===== src/sv/brc_pkg.sv =====
// brc_pkg: widths, constants and shared types of the byte recurrence checksum
// no dependencies; used by the interfaces and every module of the block
package brc_pkg;

  localparam int BYTE_W = 8;
  localparam int SUM_W  = 16;
  localparam int POS_W  = 8;

  // recurrence constants
  localparam logic [7:0]       ALPHA_STEP   = 8'd17;
  localparam logic [7:0]       BETA_STEP    = 8'd31;
  localparam logic [SUM_W-1:0] FIRST_OFFSET = 16'd7;
  localparam logic [SUM_W-1:0] TERM_MOD     = 16'd65535;
  localparam logic [SUM_W-1:0] TERM_INIT    = 16'd1;

  // a negative difference d maps to d + 1 + 256 * 65535, positive, residue that of d + 1
  localparam int DIFF_W = 27;
  localparam logic [DIFF_W-1:0] WRAP_ADJ = 27'd16776961;

  typedef logic [BYTE_W-1:0] byte_t;
  typedef logic [SUM_W-1:0]  term_t;
  typedef logic [POS_W-1:0]  pos_t;

  // recurrence state seen by the term unit
  typedef struct packed {
    pos_t  pos;
    term_t older;
    term_t newer;
  } brc_terms_t;

endpackage


===== src/sv/brc_ifs.sv =====
// brc_byte_if / brc_sum_if: valid-ready channels of the checksum block
// depends on brc_pkg
interface brc_byte_if;
  import brc_pkg::*;

  logic  valid;
  logic  ready;
  byte_t data_byte;
  logic  end_of_message;

  modport source (output valid, output data_byte, output end_of_message, input ready);
  modport sink   (input valid, input data_byte, input end_of_message, output ready);
endinterface

interface brc_sum_if;
  import brc_pkg::*;

  logic  valid;
  logic  ready;
  term_t checksum;

  modport source (output valid, output checksum, input ready);
  modport sink   (input valid, input checksum, output ready);
endinterface


===== src/sv/brc_term_unit.sv =====
// brc_term_unit: next recurrence term from one byte and the two previous terms
// combinational; depends on brc_pkg
module brc_term_unit (
  input  brc_pkg::byte_t     data_byte,
  input  brc_pkg::brc_terms_t terms,
  output brc_pkg::term_t     next_term
);
  import brc_pkg::*;

  logic [7:0]        alpha;
  logic [7:0]        beta;
  logic [8:0]        factor;
  logic [24:0]       prod;
  logic [23:0]       sub;
  logic [DIFF_W-1:0] diff;
  logic [DIFF_W-1:0] pos_diff;
  logic [16:0]       fold1;
  logic [16:0]       fold2;

  // position multipliers, mod 256 by truncation
  assign alpha  = 8'(terms.pos * ALPHA_STEP);
  assign beta   = 8'(terms.pos * BETA_STEP);
  assign factor = {1'b0, data_byte} + {1'b0, alpha};

  assign prod = 25'(factor) * 25'(terms.newer);
  assign sub  = 24'(beta) * 24'(terms.older);

  // signed difference, moved to a positive value; a negative one gains 1 in residue
  assign diff     = {2'b00, prod} - {3'b000, sub};
  assign pos_diff = (prod < 25'(sub)) ? diff + WRAP_ADJ : diff;

  // fold mod 65535 using 2^16 = 1
  assign fold1 = {1'b0, pos_diff[15:0]} + 17'(pos_diff[25:16]);
  assign fold2 = 17'(fold1[15:0]) + 17'(fold1[16]);

  // final correction, fold2 is at most 65536
  always_comb begin
    if (fold2 >= 17'(TERM_MOD)) begin
      next_term = 16'(fold2 - 17'(TERM_MOD));
    end else begin
      next_term = fold2[15:0];
    end
  end

endmodule


===== src/sv/brc_out_reg.sv =====
// brc_out_reg: result register driving the checksum channel
// depends on brc_pkg and brc_sum_if
module brc_out_reg (
  input  logic             clk,
  input  logic             rst_n,
  input  logic             load,
  input  brc_pkg::term_t   load_sum,
  output logic             can_load,
  brc_sum_if.source        out_ch
);
  import brc_pkg::*;

  logic  valid_r;
  logic  valid_nxt;
  term_t sum_r;

  assign can_load = !valid_r || out_ch.ready;

  // hold the word until taken, refill in the same cycle
  always_comb begin
    valid_nxt = valid_r;
    if (load) begin
      valid_nxt = 1'b1;
    end else if (out_ch.ready) begin
      valid_nxt = 1'b0;
    end
  end

  always_ff @(posedge clk) begin
    if (!rst_n) begin
      valid_r <= 1'b0;
    end else begin
      valid_r <= valid_nxt;
    end
  end

  always_ff @(posedge clk) begin
    if (load) begin
      sum_r <= load_sum;
    end
  end

  assign out_ch.valid    = valid_r;
  assign out_ch.checksum = sum_r;

endmodule


===== src/sv/byte_recurrence_checksum.sv =====
// byte_recurrence_checksum: top level, input register, recurrence state, result register
// depends on brc_pkg, brc_ifs, brc_term_unit and brc_out_reg
//
//   channel   dir  handshake     word
//   in_ch     in   valid/ready   data_byte[7:0], end_of_message
//   out_ch    out  valid/ready   checksum[15:0], one word per message
//
// one byte per cycle sustained while no stalled result holds a last byte; the limit
// is the term unit (two small multiplies, subtract, mod-65535 fold) between input register and state.
// a last byte waits in the input register, then its checksum in the result register.
// synchronous active-low reset empties both registers and restarts the message.
// a stalled result holds back only a last byte and the input behind it; other bytes keep flowing.
module byte_recurrence_checksum (
  input  logic       clk,
  input  logic       rst_n,
  brc_byte_if.sink   in_ch,
  brc_sum_if.source  out_ch
);
  import brc_pkg::*;

  // input register
  logic  s1_valid_r;
  logic  s1_valid_nxt;
  byte_t s1_byte_r;
  logic  s1_eom_r;

  // recurrence state
  brc_terms_t terms_r;
  brc_terms_t terms_nxt;
  logic       first_r;
  logic       first_nxt;

  logic  s1_adv;
  logic  can_load;
  term_t calc_term;
  term_t cur_term;

  // a last byte needs room in the result register
  assign s1_adv      = s1_valid_r && (!s1_eom_r || can_load);
  assign in_ch.ready = !s1_valid_r || s1_adv;

  always_comb begin
    s1_valid_nxt = s1_valid_r;
    if (in_ch.ready) begin
      s1_valid_nxt = in_ch.valid;
    end
  end

  always_ff @(posedge clk) begin
    if (!rst_n) begin
      s1_valid_r <= 1'b0;
    end else begin
      s1_valid_r <= s1_valid_nxt;
    end
  end

  always_ff @(posedge clk) begin
    if (in_ch.ready && in_ch.valid) begin
      s1_byte_r <= in_ch.data_byte;
      s1_eom_r  <= in_ch.end_of_message;
    end
  end

  brc_term_unit u_term (
    .data_byte (s1_byte_r),
    .terms     (terms_r),
    .next_term (calc_term)
  );

  // first byte seeds the recurrence, later bytes step it, a last byte restarts it
  always_comb begin
    terms_nxt = terms_r;
    first_nxt = first_r;
    cur_term  = calc_term;
    if (first_r) begin
      cur_term = term_t'(s1_byte_r) + FIRST_OFFSET;
    end
    if (s1_adv) begin
      if (s1_eom_r) begin
        terms_nxt.pos   = '0;
        terms_nxt.older = TERM_INIT;
        terms_nxt.newer = TERM_INIT;
        first_nxt       = 1'b1;
      end else if (first_r) begin
        terms_nxt.pos   = pos_t'(1);
        terms_nxt.older = TERM_INIT;
        terms_nxt.newer = cur_term;
        first_nxt       = 1'b0;
      end else begin
        terms_nxt.pos   = terms_r.pos + pos_t'(1);
        terms_nxt.older = terms_r.newer;
        terms_nxt.newer = cur_term;
      end
    end
  end

  always_ff @(posedge clk) begin
    if (!rst_n) begin
      terms_r.pos   <= '0;
      terms_r.older <= TERM_INIT;
      terms_r.newer <= TERM_INIT;
      first_r       <= 1'b1;
    end else begin
      terms_r <= terms_nxt;
      first_r <= first_nxt;
    end
  end

  brc_out_reg u_out (
    .clk      (clk),
    .rst_n    (rst_n),
    .load     (s1_adv && s1_eom_r),
    .load_sum (cur_term),
    .can_load (can_load),
    .out_ch   (out_ch)
  );

endmodule


===== src/flat_wrapper.sv =====
// flat-port wrapper written by rule: the top's interface ports become plain ports
module byte_recurrence_checksum_flat import brc_pkg::*;
  (clk, rst_n, in_ch_valid, in_ch_data_byte, in_ch_end_of_message, in_ch_ready, out_ch_valid, out_ch_checksum, out_ch_ready);
  brc_byte_if in_ch_i ();
  brc_sum_if out_ch_i ();
  input  logic clk;
  input  logic rst_n;
  input wire logic [$bits(in_ch_i.valid)-1:0] in_ch_valid;
  input wire logic [$bits(in_ch_i.data_byte)-1:0] in_ch_data_byte;
  input wire logic [$bits(in_ch_i.end_of_message)-1:0] in_ch_end_of_message;
  output wire logic [$bits(in_ch_i.ready)-1:0] in_ch_ready;
  output wire logic [$bits(out_ch_i.valid)-1:0] out_ch_valid;
  output wire logic [$bits(out_ch_i.checksum)-1:0] out_ch_checksum;
  input wire logic [$bits(out_ch_i.ready)-1:0] out_ch_ready;
  assign in_ch_i.valid = in_ch_valid;
  assign in_ch_i.data_byte = in_ch_data_byte;
  assign in_ch_i.end_of_message = in_ch_end_of_message;
  assign in_ch_ready = in_ch_i.ready;
  assign out_ch_valid = out_ch_i.valid;
  assign out_ch_checksum = out_ch_i.checksum;
  assign out_ch_i.ready = out_ch_ready;
  byte_recurrence_checksum u_core (.clk(clk), .rst_n(rst_n), .in_ch(in_ch_i), .out_ch(out_ch_i));
endmodule

===== config.mk =====
export PLATFORM = sky130hd
export DESIGN_NAME = byte_recurrence_checksum_flat
export DESIGN_NICKNAME = d
export VERILOG_FILES = /design/src/sv/brc_pkg.sv /design/src/sv/brc_ifs.sv /design/src/sv/brc_term_unit.sv /design/src/sv/brc_out_reg.sv /design/src/sv/byte_recurrence_checksum.sv /design/src/flat_wrapper.sv
export SDC_FILE = /design/constraint.sdc
export NUM_CORES = 1
export LEC_CHECK = 0
export CORE_ASPECT_RATIO = 0.8
export CORE_MARGIN = 1
export CORE_UTILIZATION = 70
export CTS_CLUSTER_DIAMETER = 100
export DETAILED_ROUTE_END_ITERATION = 8
export DONT_BUFFER_PORTS = 1
export PLACE_DENSITY = 0.86
export SLEW_MARGIN = 0
export SYNTH_ARGS = -nofsm -noshare
export SYNTH_HDL_FRONTEND = slang
export SYNTH_SLANG_ARGS = --single-unit

===== constraint.sdc =====
create_clock -name clk -period 29.3 [get_ports clk]
set_clock_uncertainty 0.2 [all_clocks]
set_input_delay 2.93 -clock clk [delete_from_list [all_inputs] [get_ports clk]]
set_output_delay 2.93 -clock clk [all_outputs]
set_load 0.02 [all_outputs]

==> run_results.csv <==
group,metric,value,unit
run_status,result_of_the_run,"completed",
synth,synthFlopType,"dfxtp_1",
timing,min_period_over_period,0.564,
clock_network,clk_latency,0.34,ns
synth,synth_largest_type_area_fraction,0.260,
placement,place_worst_setup_slack,12.99,ns
global_route,first_global_vias,12900,
synth,synthDominantAreaCellType,"fa_1",
synth,netlist-cell-type-count,90,
timing,drv_slew,0,
synth,netlist_top_cells_count,"inv_1 (268), nand2_1 (213), fa_1 (197)",
placement,place_congestion,1.01,
synth,yosysMostFrequentCell,"inv_1",
clock_network,cts-resized-gates,0,
die,design.core.area,20900,um2
placement,place.port_buffers,0,
placement,dp_hpwl,31600,um
route,vias_per_cell,6.37,
worst_setup_path,critical_path.max_fanout,19,
die,die_span_x,167,um
die,die_height,134,um
die,die_area,22300,um2
worst_setup_path,required,29.18,ns
worst_setup_path,worst-setup-path-type,"flop to flop",
final_layout,final.fill_count,1504,
die,number_of_core_rows,47,
final_layout,nets,2122,
global_route,initial_antenna_violation_count,0,
clock_network,count_of_h_tree_levels_built_during_cts,3,
global_route,grt_pass1_wl,64800,um
clock_network,clk_pin_slew_worst_paths,0.06,ns
worst_setup_path,cpMaxStageDelayCell,"and3_1",
worst_setup_path,setup.worst_path.end_class,"flop",
route,drt_pass1_iterations,6,
timing,worst_slew_margin_rel,0.372,
worst_setup_path,r2r.worst_path.cells,62,
synth,async_reset_ff_frac,0,
die,design.portCount,31,
worst_setup_path,timing.critical_path.arrival,16.42,ns
final_layout,synthToLayoutAreaGrowth,3.19,%
route,remaining_drc_errors,0,
synth,synth_sequential_area_ratio,0.106,
final_layout,final_layout_size_suffix_gt1_frac,0.0357,
global_route,grt_util_all_layers,0.366,
timing,report.final.hold_viol_count,0,
global_route,overflow,0,
route,total_wire_length,39400,um
route,detail_route.wl_per_cell,19.4,um
route,route.antenna.remaining_nets,0,
worst_setup_path,cp-start-kind,"flop",
timing,fmax,60.5,MHz
synth,yosys_warnings,0,
timing,setup_violations,0,
worst_setup_path,critPathMostFrequentCell,"fa_1",
clock_network,clock-sinks,68,
timing,tightest_slew,0.935,ns
global_route,pin_count_of_the_biggest_net_entering_global_routing,27,
synth,post_synth_instance_area,15200,um2
timing,grt_setup_unrepaired,"false",
worst_setup_path,setup.reg_to_reg.worst_slack,12.76,ns
hold_path,timing.hold.worst.class,"flop to flop",
clock_network,clock-root-buffer,"clkbuf_16",
route,num_vias,12900,
die,initial_utilization,0.724,
worst_setup_path,setup.worst_path.start,"u_core.terms_r[32]",
synth,synth.ff_latch_count,68,
clock_network,tritoncts,"done",
route,drtIter0Drc,1335,
worst_setup_path,cp_slowest_stage_delay,0.57,ns
timing,finalCriticalPeriod,16.54,ns
job,cap_violations,0,
clock_network,cts_buffers,9,
timing,final.setup.worst_slack,12.76,ns
worst_setup_path,destination_of_the_critical_timing_path,"u_core.u_out.out_ch.checksum[8]",
final_layout,antenna-diode-count,0,
synth,mappedNetlistNets,2163,
worst_setup_path,crit-reg2reg-capture,"u_core.u_out.out_ch.checksum[8]",
clock_network,post_cts_setup_repair_bufs,0,
clock_network,max-clock-path-buffers,2,
synth,ys_top_cells_by_area,"fa_1 (26%), ha_1 (13%), inv_1 (6.6%), and2_1 (5.7%), dfxtp_1 (5.7%)",
synth,synth-edff-count,25,
synth,post_synth_inst_count,1799,
clock_network,cts-hold-fix-buffers,0,
synth,post_synth.cell_area_avg,8.43,um2
worst_setup_path,crit_reg_reg_startpoint,"u_core.terms_r[32]",
timing,finalSetupTns,0,ns
cell families (layout without fill, tap and decap cells):
kind of cell | after synthesis | in the layout | synth area share
and+or+nand+nor | 605 | 605 | 0.206
adders and majority gates | 351 | 351 | 0.387
buffers and inverters | 333 | 297 | 0.0835
AOI/OAI and AO/OA | 312 | 312 | 0.139
xor gates and xnor gates | 126 | 126 | 0.0747
DFF | 68 | 68 | 0.106
muxes | 4 | 4 | 0.00264
through the flow:
| step | cells | hold slack, ns | util | cell area [um2] |
|---|---|---|---|---|
| after global placement | 2016 | 0.316 | 0.733 | 15300 |
| after floorplan | 1799 | 0.223 | - | 15200 |
| after detailed placement | 2016 | 0.327 | 0.733 | 15300 |
| after CTS | 2032 | 0.341 | 0.747 | 15600 |
| after global routing | 2032 | 0.365 | 0.747 | 15600 |
| final | 2032 | 0.336 | 0.747 | 15600 |
layout make-up:
class	instances	area, um2	area share
Timing Repair Buffer	12	90.1	0.00576
Clock inverter	6	50.0	0.00320
Clock buffer	10	250	0.0160
Tap cell	269	337	0.0215
Multi-Input combinational cell	1398	12300	0.786
Sequential cell	68	1610	0.103
Inverter	269	1010	0.0645
placed cells by master, fill, tap and decap left out, types with 13 or more instances in the layout:
master      n
and2_1    139
inv_1     268
edfxtp_1   25
nand2_1   213
o21ai_0    61
or3_1      14
dfxtp_1    43
o21a_1     14
nand3_1    32
o21bai_1   18
nand2b_1   13
xor2_1     40
ha_1      154
nor2_1     63
xnor2_1    82
a21oi_1    74
a22oi_1    19
nor3_1     25
fa_1      197
nor2b_1    39
a21o_1     22
registers in the layout (all words and copies together) (netlist names):
signal / flops
u_core.u_out.out_ch.checksum: 16
u_core.s1_valid_r: 1
u_core.s1_eom_r: 1
u_core.first_r: 1
u_core.terms_r: 40
u_core.s1_byte_r: 8
u_core.u_out.out_ch.valid: 1
critical path: cells and delay by family, from the launching register on:
family	cells	cell delay (ns)
compound gates	22	4.46
flops	1	0.47
simple gates	17	4.45
xor+xnor	2	0.31
fa+ha+maj	14	5.50
buf+inv	7	0.86
layer usage:
layer	vias up	routed length, um	global-route usage
li1	5834	-	-
met1	6264	16300	0.503
met2	728	18200	0.595
met3	109	3970	0.0677
met4	0	1010	0.102
met5	-	0	0
worst min-delay path by stage:
stage	start	end	slack, ns	cells past startpoint
2_1_floorplan	u_core.terms_r[0]	u_core.terms_r[0]	0.22	2
3_3_place_gp	u_core.terms_r[38]	u_core.terms_r[38]	0.32	1
3_5_place_dp	u_core.terms_r[38]	u_core.terms_r[38]	0.33	1
4_1_cts	u_core.terms_r[38]	u_core.terms_r[38]	0.34	1
5_1_grt	u_core.terms_r[38]	u_core.terms_r[38]	0.37	1
6_report	u_core.terms_r[38]	u_core.terms_r[38]	0.34	1
Power is left out: the tool's default activity adds up to more than one toggle a clock period on the data nets, which glitch-free logic cannot reach.
